[src/dda_pkg.sv]
// ---------------------------------------------------------------------------
// dda_pkg
// shared types and codes for the dda line point generator
// ---------------------------------------------------------------------------
package dda_pkg;

   // operation codes carried on req_tuser
   localparam logic OP_START = 1'b0;
   localparam logic OP_STEP  = 1'b1;

   // controller to datapath commands
   typedef struct packed {
      logic load_start;
      logic load_step;
      logic div_step;
   } dda_cmd_type;

   // datapath to controller status
   typedef struct packed {
      logic len_zero;
      logic div_last;
   } dda_status_type;

endpackage

[src/dda_ctrl.sv]
// ---------------------------------------------------------------------------
// dda_ctrl
// handshake control and divider sequencing for the line generator
// ---------------------------------------------------------------------------
module dda_ctrl (
   input  logic                    clock,
   input  logic                    reset,
   input  logic                    req_tvalid,
   input  logic                    req_op,
   input  logic                    rsp_tready,
   input  dda_pkg::dda_status_type status,
   output logic                    req_tready,
   output logic                    rsp_tvalid,
   output dda_pkg::dda_cmd_type    cmd
);

   localparam logic ST_IDLE = 1'b0;
   localparam logic ST_DIV  = 1'b1;

   logic state_ff;
   logic state_in;
   logic rsp_valid_ff;
   logic rsp_valid_in;
   logic accept;

   assign req_tready = (state_ff == ST_IDLE) && (!rsp_valid_ff || rsp_tready);
   assign accept     = req_tvalid && req_tready;
   assign rsp_tvalid = rsp_valid_ff;

   assign cmd.load_start = accept && (req_op == dda_pkg::OP_START);
   assign cmd.load_step  = accept && (req_op == dda_pkg::OP_STEP);
   assign cmd.div_step   = (state_ff == ST_DIV);

   always_comb begin
      state_in = state_ff;
      unique case (state_ff)
         ST_IDLE: begin
            if (cmd.load_start && !status.len_zero) state_in = ST_DIV;
         end
         ST_DIV: begin
            if (status.div_last) state_in = ST_IDLE;
         end
         default: state_in = ST_IDLE;
      endcase
   end

   // a result is held until taken; a new beat reloads it
   always_comb begin
      if (accept) begin
         rsp_valid_in = 1'b1;
      end else if (rsp_tready) begin
         rsp_valid_in = 1'b0;
      end else begin
         rsp_valid_in = rsp_valid_ff;
      end
   end

   always_ff @(posedge clock) begin
      if (reset) begin
         state_ff     <= ST_IDLE;
         rsp_valid_ff <= 1'b0;
      end else begin
         state_ff     <= state_in;
         rsp_valid_ff <= rsp_valid_in;
      end
   end

endmodule

[src/dda_dpath.sv]
// ---------------------------------------------------------------------------
// dda_dpath
// position accumulators, step counter and radix-2 increment divider
// ---------------------------------------------------------------------------
module dda_dpath #(
   parameter int COORD_BITS = 12,
   parameter int FRAC_BITS  = 16
) (
   input  logic                    clock,
   input  logic                    reset,
   input  dda_pkg::dda_cmd_type    cmd,
   input  logic [COORD_BITS-1:0]   start_x,
   input  logic [COORD_BITS-1:0]   start_y,
   input  logic [COORD_BITS-1:0]   end_x,
   input  logic [COORD_BITS-1:0]   end_y,
   output dda_pkg::dda_status_type status,
   output logic [COORD_BITS-1:0]   point_x,
   output logic [COORD_BITS-1:0]   point_y,
   output logic                    last,
   output logic                    done_res
);

   localparam int C     = COORD_BITS;
   localparam int F     = FRAC_BITS;
   localparam int POS_W = C + 1 + F;
   localparam int INC_W = F + 2;
   localparam int Q_W   = F + 1;
   localparam int CNT_W = $clog2(F + 1);

   logic [POS_W-1:0] x_pos_ff, y_pos_ff;
   logic [POS_W-1:0] x_pos_in, y_pos_in;
   logic [INC_W-1:0] x_inc_ff, y_inc_ff;
   logic [INC_W-1:0] x_inc_in, y_inc_in;
   logic [C-1:0]     left_ff, left_in;
   logic [C-1:0]     left_dec;

   logic [C-1:0]     len_ff;
   logic [C:0]       x_rem_ff, y_rem_ff, x_rem_in, y_rem_in;
   logic [Q_W-1:0]   x_q_ff, y_q_ff, x_q_in, y_q_in;
   logic             x_neg_ff, y_neg_ff;
   logic [CNT_W-1:0] cnt_ff;

   logic [C-1:0]     pt_x_ff, pt_y_ff, pt_x_in, pt_y_in;
   logic             last_ff, last_in, done_ff, done_in;

   logic [C:0]       dx, dy;
   logic [C-1:0]     ax, ay, len;
   logic [C:0]       x_trial, y_trial;
   logic             x_ge, y_ge;
   logic [POS_W-1:0] x_pos_step, y_pos_step;

   // start decode: signed deltas, magnitudes, major axis span
   always_comb begin
      dx  = {1'b0, end_x} - {1'b0, start_x};
      dy  = {1'b0, end_y} - {1'b0, start_y};
      ax  = dx[C] ? C'(-dx) : dx[C-1:0];
      ay  = dy[C] ? C'(-dy) : dy[C-1:0];
      len = (ax > ay) ? ax : ay;
   end

   assign status.len_zero = (len == '0);
   assign status.div_last = (cnt_ff == CNT_W'(F));

   // one quotient bit a cycle, first bit is the integer (1.0) position
   always_comb begin
      x_trial  = (cnt_ff == '0) ? x_rem_ff : {x_rem_ff[C-1:0], 1'b0};
      y_trial  = (cnt_ff == '0) ? y_rem_ff : {y_rem_ff[C-1:0], 1'b0};
      x_ge     = (x_trial >= {1'b0, len_ff});
      y_ge     = (y_trial >= {1'b0, len_ff});
      x_rem_in = x_ge ? (x_trial - {1'b0, len_ff}) : x_trial;
      y_rem_in = y_ge ? (y_trial - {1'b0, len_ff}) : y_trial;
      x_q_in   = {x_q_ff[Q_W-2:0], x_ge};
      y_q_in   = {y_q_ff[Q_W-2:0], y_ge};
   end

   assign x_pos_step = x_pos_ff + {{(POS_W-INC_W){x_inc_ff[INC_W-1]}}, x_inc_ff};
   assign y_pos_step = y_pos_ff + {{(POS_W-INC_W){y_inc_ff[INC_W-1]}}, y_inc_ff};
   assign left_dec   = left_ff - 1'b1;

   always_comb begin
      x_pos_in = x_pos_ff;
      y_pos_in = y_pos_ff;
      x_inc_in = x_inc_ff;
      y_inc_in = y_inc_ff;
      left_in  = left_ff;
      pt_x_in  = pt_x_ff;
      pt_y_in  = pt_y_ff;
      last_in  = last_ff;
      done_in  = done_ff;
      priority if (cmd.load_start) begin
         x_pos_in = {1'b0, start_x, 1'b1, {(F-1){1'b0}}};
         y_pos_in = {1'b0, start_y, 1'b1, {(F-1){1'b0}}};
         x_inc_in = '0;
         y_inc_in = '0;
         left_in  = len;
         pt_x_in  = start_x;
         pt_y_in  = start_y;
         last_in  = (len == '0);
         done_in  = 1'b0;
      end else if (cmd.load_step) begin
         if (left_ff == '0) begin
            // line already ended: repeat the final point
            pt_x_in = x_pos_ff[F+C-1:F];
            pt_y_in = y_pos_ff[F+C-1:F];
            last_in = 1'b1;
            done_in = 1'b1;
         end else begin
            x_pos_in = x_pos_step;
            y_pos_in = y_pos_step;
            left_in  = left_dec;
            pt_x_in  = x_pos_step[F+C-1:F];
            pt_y_in  = y_pos_step[F+C-1:F];
            last_in  = (left_dec == '0);
            done_in  = 1'b0;
         end
      end else if (cmd.div_step && status.div_last) begin
         x_inc_in = x_neg_ff ? INC_W'(-{1'b0, x_q_in}) : {1'b0, x_q_in};
         y_inc_in = y_neg_ff ? INC_W'(-{1'b0, y_q_in}) : {1'b0, y_q_in};
      end
   end

   always_ff @(posedge clock) begin
      if (reset) begin
         x_pos_ff <= '0;
         y_pos_ff <= '0;
         x_inc_ff <= '0;
         y_inc_ff <= '0;
         left_ff  <= '0;
         cnt_ff   <= '0;
      end else begin
         x_pos_ff <= x_pos_in;
         y_pos_ff <= y_pos_in;
         x_inc_ff <= x_inc_in;
         y_inc_ff <= y_inc_in;
         left_ff  <= left_in;
         if (cmd.load_start) begin
            cnt_ff <= '0;
         end else if (cmd.div_step) begin
            cnt_ff <= cnt_ff + 1'b1;
         end
      end
   end

   // divider payload and result beat, no reset needed
   always_ff @(posedge clock) begin
      if (cmd.load_start) begin
         len_ff   <= len;
         x_rem_ff <= {1'b0, ax};
         y_rem_ff <= {1'b0, ay};
         x_q_ff   <= '0;
         y_q_ff   <= '0;
         x_neg_ff <= dx[C];
         y_neg_ff <= dy[C];
      end else if (cmd.div_step) begin
         x_rem_ff <= x_rem_in;
         y_rem_ff <= y_rem_in;
         x_q_ff   <= x_q_in;
         y_q_ff   <= y_q_in;
      end
      pt_x_ff <= pt_x_in;
      pt_y_ff <= pt_y_in;
      last_ff <= last_in;
      done_ff <= done_in;
   end

   assign point_x  = pt_x_ff;
   assign point_y  = pt_y_ff;
   assign last     = last_ff;
   assign done_res = done_ff;

endmodule

[src/dda_line_point_generator.sv]
// ---------------------------------------------------------------------------
// dda_line_point_generator
// digital differential analyzer line rasterizer, one point per beat
// ---------------------------------------------------------------------------
// usage:
//   req channel: tuser is the op (start a line / next point), tdata holds
//   start_x, start_y, end_x, end_y. every accepted beat yields exactly one
//   rsp beat carrying point_x, point_y in tdata, last on tlast and done on
//   tuser (a step that came after the final point)
//   latency: the rsp beat is valid the cycle after the req beat is taken
//   throughput: step beats stream at one point per cycle while rsp_tready
//   stays high. a start beat whose endpoints differ holds req_tready low
//   while the restoring divider forms both per-step increments one
//   quotient bit per cycle. a zero-length start does not run the divider
//   the first point of a line is emitted at once, before the division ends
//   reset: position, increments and the step count clear to zero, so a step
//   before any start returns (0,0) with last and done set
//   stall: the rsp register holds its beat while rsp_tready is low, and a
//   new req beat is taken in the same cycle the held beat drains
// ---------------------------------------------------------------------------
module dda_line_point_generator #(
   parameter int COORD_BITS = 12,
   parameter int FRAC_BITS  = 16
) (
   input  logic                  clock,
   input  logic                  reset,
   // req_tdata: start_x, start_y, end_x, end_y from the lowest bit up
   input  logic [((4*COORD_BITS+7)/8)*8-1:0] req_tdata,
   // req_tuser: op
   input  logic                  req_tuser,
   input  logic                  req_tvalid,
   output logic                  req_tready,
   // rsp_tdata: point_x, point_y from the lowest bit up, zero filled
   output logic [((2*COORD_BITS+7)/8)*8-1:0] rsp_tdata,
   // rsp_tuser: done_res
   output logic                  rsp_tuser,
   output logic                  rsp_tlast,
   output logic                  rsp_tvalid,
   input  logic                  rsp_tready
);

   localparam int C          = COORD_BITS;
   localparam int RSP_DATA_W = ((2*COORD_BITS+7)/8)*8;

   dda_pkg::dda_cmd_type    cmd;
   dda_pkg::dda_status_type status;
   logic [C-1:0]            point_x, point_y;

   dda_ctrl u_ctrl (
      .clock      (clock),
      .reset      (reset),
      .req_tvalid (req_tvalid),
      .req_op     (req_tuser),
      .rsp_tready (rsp_tready),
      .status     (status),
      .req_tready (req_tready),
      .rsp_tvalid (rsp_tvalid),
      .cmd        (cmd)
   );

   dda_dpath #(
      .COORD_BITS (COORD_BITS),
      .FRAC_BITS  (FRAC_BITS)
   ) u_dpath (
      .clock    (clock),
      .reset    (reset),
      .cmd      (cmd),
      .start_x  (req_tdata[C-1:0]),
      .start_y  (req_tdata[2*C-1:C]),
      .end_x    (req_tdata[3*C-1:2*C]),
      .end_y    (req_tdata[4*C-1:3*C]),
      .status   (status),
      .point_x  (point_x),
      .point_y  (point_y),
      .last     (rsp_tlast),
      .done_res (rsp_tuser)
   );

   // pack points, upper pad bits read as zero
   assign rsp_tdata = RSP_DATA_W'({point_y, point_x});

endmodule

[config.mk]
export PLATFORM = sky130hd
export DESIGN_NAME = dda_line_point_generator
export DESIGN_NICKNAME = d
export VERILOG_FILES = /design/src/dda_pkg.sv /design/src/dda_ctrl.sv /design/src/dda_dpath.sv /design/src/dda_line_point_generator.sv
export SDC_FILE = /design/constraint.sdc
export NUM_CORES = 1
export LEC_CHECK = 0
export CORE_MARGIN = 1.5
export CORE_UTILIZATION = 30
export DETAILED_ROUTE_END_ITERATION = 8
export DONT_BUFFER_PORTS = 1
export HOLD_SLACK_MARGIN = 0.02
export MAX_ROUTING_LAYER = met4
export SLEW_MARGIN = 20
export SYNTH_ARGS = -nofsm -noshare
export SYNTH_HDL_FRONTEND = slang
export SYNTH_HIERARCHICAL = 1
export SYNTH_SLANG_ARGS = --single-unit
[constraint.sdc]
create_clock -name clock -period 9.3 [get_ports clock]
set_input_delay 0.465 -clock clock [delete_from_list [all_inputs] [get_ports clock]]
set_output_delay 0.465 -clock clock [all_outputs]
set_load 0.01 [all_outputs]
==> results of run 1 <==
[sequential cells by signal, summed over array words and instances, names as in the netlist, 5 cells and up]
name              count
u_dpath/x_rem_ff     13
u_dpath/y_pos_ff     28
u_dpath/cnt_ff        5
u_dpath/y_q_ff       16
u_dpath/point_y      12
u_dpath/x_inc_ff     18
u_dpath/x_q_ff       16
u_dpath/y_inc_ff     18
u_dpath/len_ff       12
u_dpath/y_rem_ff     13
u_dpath/left_ff      12
u_dpath/point_x      12
u_dpath/x_pos_ff     28
[worst paths after layout]
| kind | start | end |
|---|---|---|
| setup / recovery | req_tdata[24] | u_ctrl/state_ff |
| hold / removal | req_tdata[1] | u_dpath/x_pos_ff[17] |
| setup reg to reg | u_dpath/cnt_ff[0] | u_dpath/x_inc_ff[16] |
| hold reg to reg | u_dpath/x_rem_ff[12] | u_dpath/x_rem_ff[12] |
[layout make-up]
| class | count | area [um2] |
|---|---|---|
| fillers | 5253 | 33360 |
| multi-input cells | 1507 | 9857 |
| flip-flops and latches | 209 | 4816 |
| well taps | 672 | 840.8 |
| clock buffers | 40 | 825.8 |
| inverters | 96 | 360.3 |
| repair buffers | 11 | 107.6 |
| clock inverters | 8 | 105.1 |
| diodes | 1 | 2.502 |
[cells by family after synthesis]
family	share of synthesized area
mux	0.03742
compound gates	0.2174
simple gates	0.2014
buf+inv	0.04574
xor+xnor	0.07704
flops	0.3137
fa+ha+maj	0.1073
[power breakdown]
part / internal [mW] / switching [mW] / total (mW)
sequential: 1.11 / 0.0921 / 1.20
clock: 0.666 / 0.406 / 1.07
combinational: 0.625 / 1.09 / 1.72
[routing by layer]
metal	track usage	vias up	part of all wire
li1	-	6731	-
met1	0.2364	6447	0.48
met2	0.2610	361	0.44
met3	0.02577	66	0.057
met4	0.04790	0	0.027
met5	-	-	0
[cell usage after synthesis (all sizes together) (7+ instances only)]
library cell	number	share of area
o21bai	11	0.0054
mux2i	54	0.035
nor3	46	0.015
o41ai	7	0.0055
inv	95	0.023
buf	23	0.0068
edfxtp	63	0.12
a21o	40	0.020
a211oi	63	0.031
nand2	237	0.058
o21ai	74	0.024
nor2	196	0.048
a21oi	196	0.064
o31ai	21	0.011
xor2	65	0.037
nor4	11	0.0045
nand2b	23	0.0094
and3	21	0.0086
a211o	9	0.0051
or4	13	0.0066
xnor2	70	0.040
a21boi	7	0.0034
or3	19	0.0077
or2	8	0.0033
a31oi	18	0.0073
nand4	21	0.0086
nor2b	19	0.0077
dfxtp	146	0.19
o211ai	9	0.0044
o21a	13	0.0064
ha	122	0.099
nand3	32	0.010
clkbuf	63	0.015
[critical path, cell delays in order]
cell                       delay, ns
sky130_fd_sc_hd__inv_1          0.09
sky130_fd_sc_hd__ha_1           0.26
sky130_fd_sc_hd__fa_1           0.43
sky130_fd_sc_hd__nand2b_1       0.20
sky130_fd_sc_hd__a21oi_1        0.19
sky130_fd_sc_hd__o21ai_0        0.15
sky130_fd_sc_hd__a21oi_1        0.29
sky130_fd_sc_hd__nand2_1        0.13
sky130_fd_sc_hd__a211oi_1       0.34
sky130_fd_sc_hd__nor2_1         0.09
sky130_fd_sc_hd__xnor2_1        0.51
sky130_fd_sc_hd__inv_1          0.10
sky130_fd_sc_hd__ha_1           0.32
sky130_fd_sc_hd__nand4_1        0.12
sky130_fd_sc_hd__or3_1          0.38
sky130_fd_sc_hd__o21a_1         0.23
sky130_fd_sc_hd__inv_2          0.23
sky130_fd_sc_hd__mux2i_1        0.43
sky130_fd_sc_hd__nor4_1         0.11
sky130_fd_sc_hd__nand4_1        0.20
sky130_fd_sc_hd__nor3_1         0.08
sky130_fd_sc_hd__or4_4          0.54
sky130_fd_sc_hd__o31ai_2        0.17
[stage by stage]
step,util,total power [mW],area (um2)
2_1_floorplan,-,2.461,15350
3_3_place_gp,0.3175,2.896,15960
3_5_place_dp,0.3175,2.900,15960
4_1_cts,0.3364,3.998,16910
5_1_grt,0.3365,4.249,16920
6_report,0.3365,3.990,16920
[timing repair]
| item | 4_1_cts | 5_1_grt |
|---|---|---|
| setup buffers | 0 | 0 |
| hold endpoints to repair | 28 | 0 |
| hold buffers | 1 | 0 |
==> impl_metrics.ini, run 1 <==
[outcome]
outcome = completed

[grt]
pin_count_of_the_biggest_net_entering_global_routing = 147
grt.overflow.total = 0
first_global_vias = 12750
globalRouteTotalUtil = 0.1720
grt_pass1_wl_um = 71470
grt_antenna_before_repair = 2

[pwr]
static-leakage-power_nw = 7.112
ir_drop_mv = 0.1406
areal_power_density_over_the_cells_mw_per_mm2 = 235.9

[timing]
final.hold.worst_slack_ns = 0.08614
timing.final.crit_share = 0.6038
max_slew_margin = 0.3037
clock_skew_ns = 0.009184
rsz0062_at_grt = no
final-max-slew-violation-count = 0
final_critical_path_setup_slack_ns = 3.685
finalSetupViolations = 0
maxClockFrequency_mhz = 178.1
totalNegativeSetupSlack_ns = 0
worst_pin_slew_ns = 1.044
final_hold_viol_count = 0
period_needed_ns = 5.616

[clock_network]
clock_tree.htree_level_count = 1
insertion_delay_ns = 0.54
tritoncts.num_buffers = 26
cts_resized = 0
tritoncts = yes
clock-root-buffer = sky130_fd_sc_hd__clkbuf_16
clock_sinks = 209
cts_max_path_buffers = 3
path_clk_slew_ns = 0.06

[yosys]
synth_cell_types = 76
syn_area_cell_um2 = 8.086
asyncSetResetFlopFracSynth = 0
postSynthRegisterBits = 209
ys.flop_type = sky130_fd_sc_hd__dfxtp_1
synth-warning-count = 6
syn_area_mm2 = 0.01535
synth.net_count = 2079
share_of_synthesized_area_occupied_by_flip_flops_and_latches = 0.3137
synthesis.instances = 1898
synth-edff-count = 63

[min_path]
whs_path_depth = 2
min_path_type = in2reg

[floorplanning]
core_mm2 = 0.05027
row_count = 82
start_util = 0.3053
die_h_um = 229.2
floorplan.die_area_mm2 = 0.05252
floorplan.io_pins = 81
die_w_um = 229.2

[worst_setup_path]
r2r_cells = 22
worst_ep_arrival_time_ns = 6.07
launching_element_type_of_the_critical_path = input pin
worst_ep_required_time_ns = 9.75
setup.worst_path.class = in2reg
worst_setup_path_end_kind = flip-flop
timing.critical_path.fanout_max = 8
r2r_slack_ns = 3.77

[layout]
area_delta_synth_final_pct = 10.22
nets = 2032
layout-drive-gt1-share = 0.04810
finalNonFillerCells = 2544
most_used_cells_in_the_layout_excluding_fill_and_tap_cells = 235 x sky130_fd_sc_hd__nand2_1, 196 x sky130_fd_sc_hd__a21oi_1, 195 x sky130_fd_sc_hd__nor2_1
layout_commonest_cell = sky130_fd_sc_hd__nand2_1

[place]
gp_congestion = 0.9269
dp_hpwl_um = 32940
numPlacedInstances = 2494
io_buffer_count = 0
detailedPlace.worstSlack_ns = 3.295

[drt]
routed_via_count = 13610
first_pass_iters = 5
initialDrtViolationCount = 1246
drc = 0
vias_per_cell = 5.348
post_detailed_route_count_of_antenna_violating_nets = 0
finalWirelength_um = 44850
mean_routed_wirelength_per_cell_um = 17.63

[flow_run]
number_of_violations_of_the_max_capacitance_limit = 0
(Power assumes the default switching activity.)
==> inputs of run 2 (changes only) <==
clock period = 5.25 ns   (was 9.3 ns; I/O delays follow)
==> impl_metrics.ini, run 2 (synthesis gave the netlist of run 1 again) <==
[outcome]
outcome = completed

[min_path]
whs_path_depth = 3
worst_hold_startpoint = req_tdata[13]
min_path_type = in2reg
hold-path-endpoint = u_dpath/y_pos_ff[17]

[clock_network]
cts_max_path_buffers = 3
clock-root-buffer = sky130_fd_sc_hd__clkbuf_16
path_clk_slew_ns = 0.06
insertion_delay_ns = 0.56
tritoncts = yes
tritoncts.num_buffers = 25
clock_tree.htree_level_count = 1
clock_sinks = 209

[worst_setup_path]
regToRegStartpoint = u_dpath/cnt_ff[0]
cpPeakStageDelay_ns = 0.59
r2r_slack_ns = 0.46
crit-reg2reg-capture = u_dpath/x_inc_ff[14]
r2r_cells = 21
worst_ep_arrival_time_ns = 5.18
timing.critical_path.buf_inv = 2
worst_ep_required_time_ns = 5.63
setup.worst_path.class = reg2reg
cp_cell_sequence = inv_1 -> ha_1 -> or4b_4 -> nand2_1 -> nand2_1 -> ha_1 -> nor2b_1 -> o21ai_0 -> a21boi_0 -> o21ai_0 -> a211oi_1 -> nor3_2 -> nor2_2 -> inv_1 -> ha_1 -> nand2_1 -> nand2_1 -> nand3_1 -> o31ai_1 -> xor2_1 -> a211oi_1
crit_path_frequent_cell = sky130_fd_sc_hd__nand2_1
critical-path-slowest-cell = sky130_fd_sc_hd__or4b_4
worst_setup_path_end_kind = flip-flop
launching_element_type_of_the_critical_path = flip-flop
timing.critical_path.fanout_max = 10
cp_top_family = simple AND/OR/NAND/NOR gates

[drt]
drc = 0
mean_routed_wirelength_per_cell_um = 17.21
initialDrtViolationCount = 1068
routed_via_count = 13820
vias_per_cell = 5.287
finalWirelength_um = 44970
first_pass_iters = 5
post_detailed_route_count_of_antenna_violating_nets = 0

[timing]
totalNegativeSetupSlack_ns = 0
period_needed_ns = 4.793
timing.final.crit_share = 0.9130
final-max-slew-violation-count = 0
worst_pin_slew_ns = 1.011
final.hold.worst_slack_ns = 0.04695
clock_skew_ns = 0.01263
max_slew_margin = 0.3263
finalSetupViolations = 0
maxClockFrequency_mhz = 208.6
rsz0062_at_grt = no
final_hold_viol_count = 0

[floorplanning]
floorplan.io_pins = 81
core_mm2 = 0.05027
start_util = 0.3053
row_count = 82
die_w_um = 229.2
floorplan.die_area_mm2 = 0.05252
die_h_um = 229.2

[pwr]
areal_power_density_over_the_cells_mw_per_mm2 = 413.8
power.total_mw = 7.213
static-leakage-power_nw = 7.403
ir_drop_mv = 0.2315

[layout]
fillerInstances = 5234
reg_top3 = u_dpath/x_pos_ff x28, u_dpath/y_pos_ff x28
finalNonFillerCells = 2613
postLayoutCoreUtil = 0.3468
layout_commonest_cell = sky130_fd_sc_hd__nand2_1
most_used_cells_in_the_layout_excluding_fill_and_tap_cells = 235 x sky130_fd_sc_hd__nand2_1, 196 x sky130_fd_sc_hd__a21oi_1, 195 x sky130_fd_sc_hd__nor2_1
nets = 2100
layout-drive-gt1-share = 0.06966
area_delta_synth_final_pct = 13.59

[grt]
grt_pass1_wl_um = 70810
grt.overflow.total = 0
grt_antenna_before_repair = 2
first_global_vias = 12800
globalRouteTotalUtil = 0.1706
pin_count_of_the_biggest_net_entering_global_routing = 146

[place]
numPlacedInstances = 2542
gp_congestion = 0.9184
io_buffer_count = 0
dp_hpwl_um = 32780

[flow_run]
number_of_violations_of_the_max_capacitance_limit = 0
[run 2: what timing repair did]
action / 4_1_cts / 5_1_grt
setup endpoints to repair: 0 / 4
gates resized for setup: 0 / 1
hold endpoints to repair: 54 / 0
hold buffers: 22 / 0
buffers inserted: 0 / 0
[run 2: per-stage QoR]
step                cell area (um2)  setup WS [ns]
floorplan                     15350         0.3641
global placement              16330        0.06556
detailed placement            16330        0.04598
CTS                           17420         0.3662
global route                  17430        0.09805
finish                        17430         0.4569
[run 2: routing by layer]
metal | track usage | part of all wire | routed length (um)
met2 | 0.2514 | 0.43 | 19220
met3 | 0.02502 | 0.047 | 2118
met5 | - | 0 | 0
met4 | 0.05140 | 0.029 | 1296
met1 | 0.2395 | 0.50 | 22330
[run 2: final cells by class]
class	count	area, um2	area share
multi-input combinational	1507	9861	0.5656
sequential	209	4816	0.2763
tap	672	840.8	0.04823
clock buffer	34	700.7	0.04019
timing repair buffer	80	690.7	0.03962
inverter	96	360.3	0.02067
clock inverter	12	156.4	0.008971
antenna	3	7.507	0.0004306
[run 2: worst max-delay path by stage]
| stage | from | end | slack (ns) | cells past startpoint |
|---|---|---|---|---|
| CTS | u_dpath/cnt_ff[0] | u_dpath/x_inc_ff[14] | 0.37 | 21 |
| floorplan | req_tdata[24] | u_ctrl/state_ff | 0.36 | 22 |
| finish | u_dpath/cnt_ff[0] | u_dpath/x_inc_ff[14] | 0.46 | 21 |
| detailed placement | req_tdata[24] | u_ctrl/state_ff | 0.05 | 21 |
| global route | u_dpath/cnt_ff[0] | u_dpath/x_inc_ff[14] | 0.1 | 21 |
| global placement | req_tdata[24] | u_ctrl/state_ff | 0.07 | 23 |
[run 2: tightest hold or removal path, stage by stage]
cell and delay [ns]:
sky130_fd_sc_hd__inv_1 0.09, sky130_fd_sc_hd__a21oi_1 0.10, sky130_fd_sc_hd__o21a_1 0.11
[run 2: report_power, final]
| part | total [mW] | switching, mW | internal [mW] |
|---|---|---|---|
| Combinational | 3.26 | 1.94 | 1.33 |
| Sequential | 2.13 | 0.160 | 1.97 |
| Clock | 1.82 | 0.732 | 1.09 |
| Total | 7.21 | 2.83 | 4.38 |
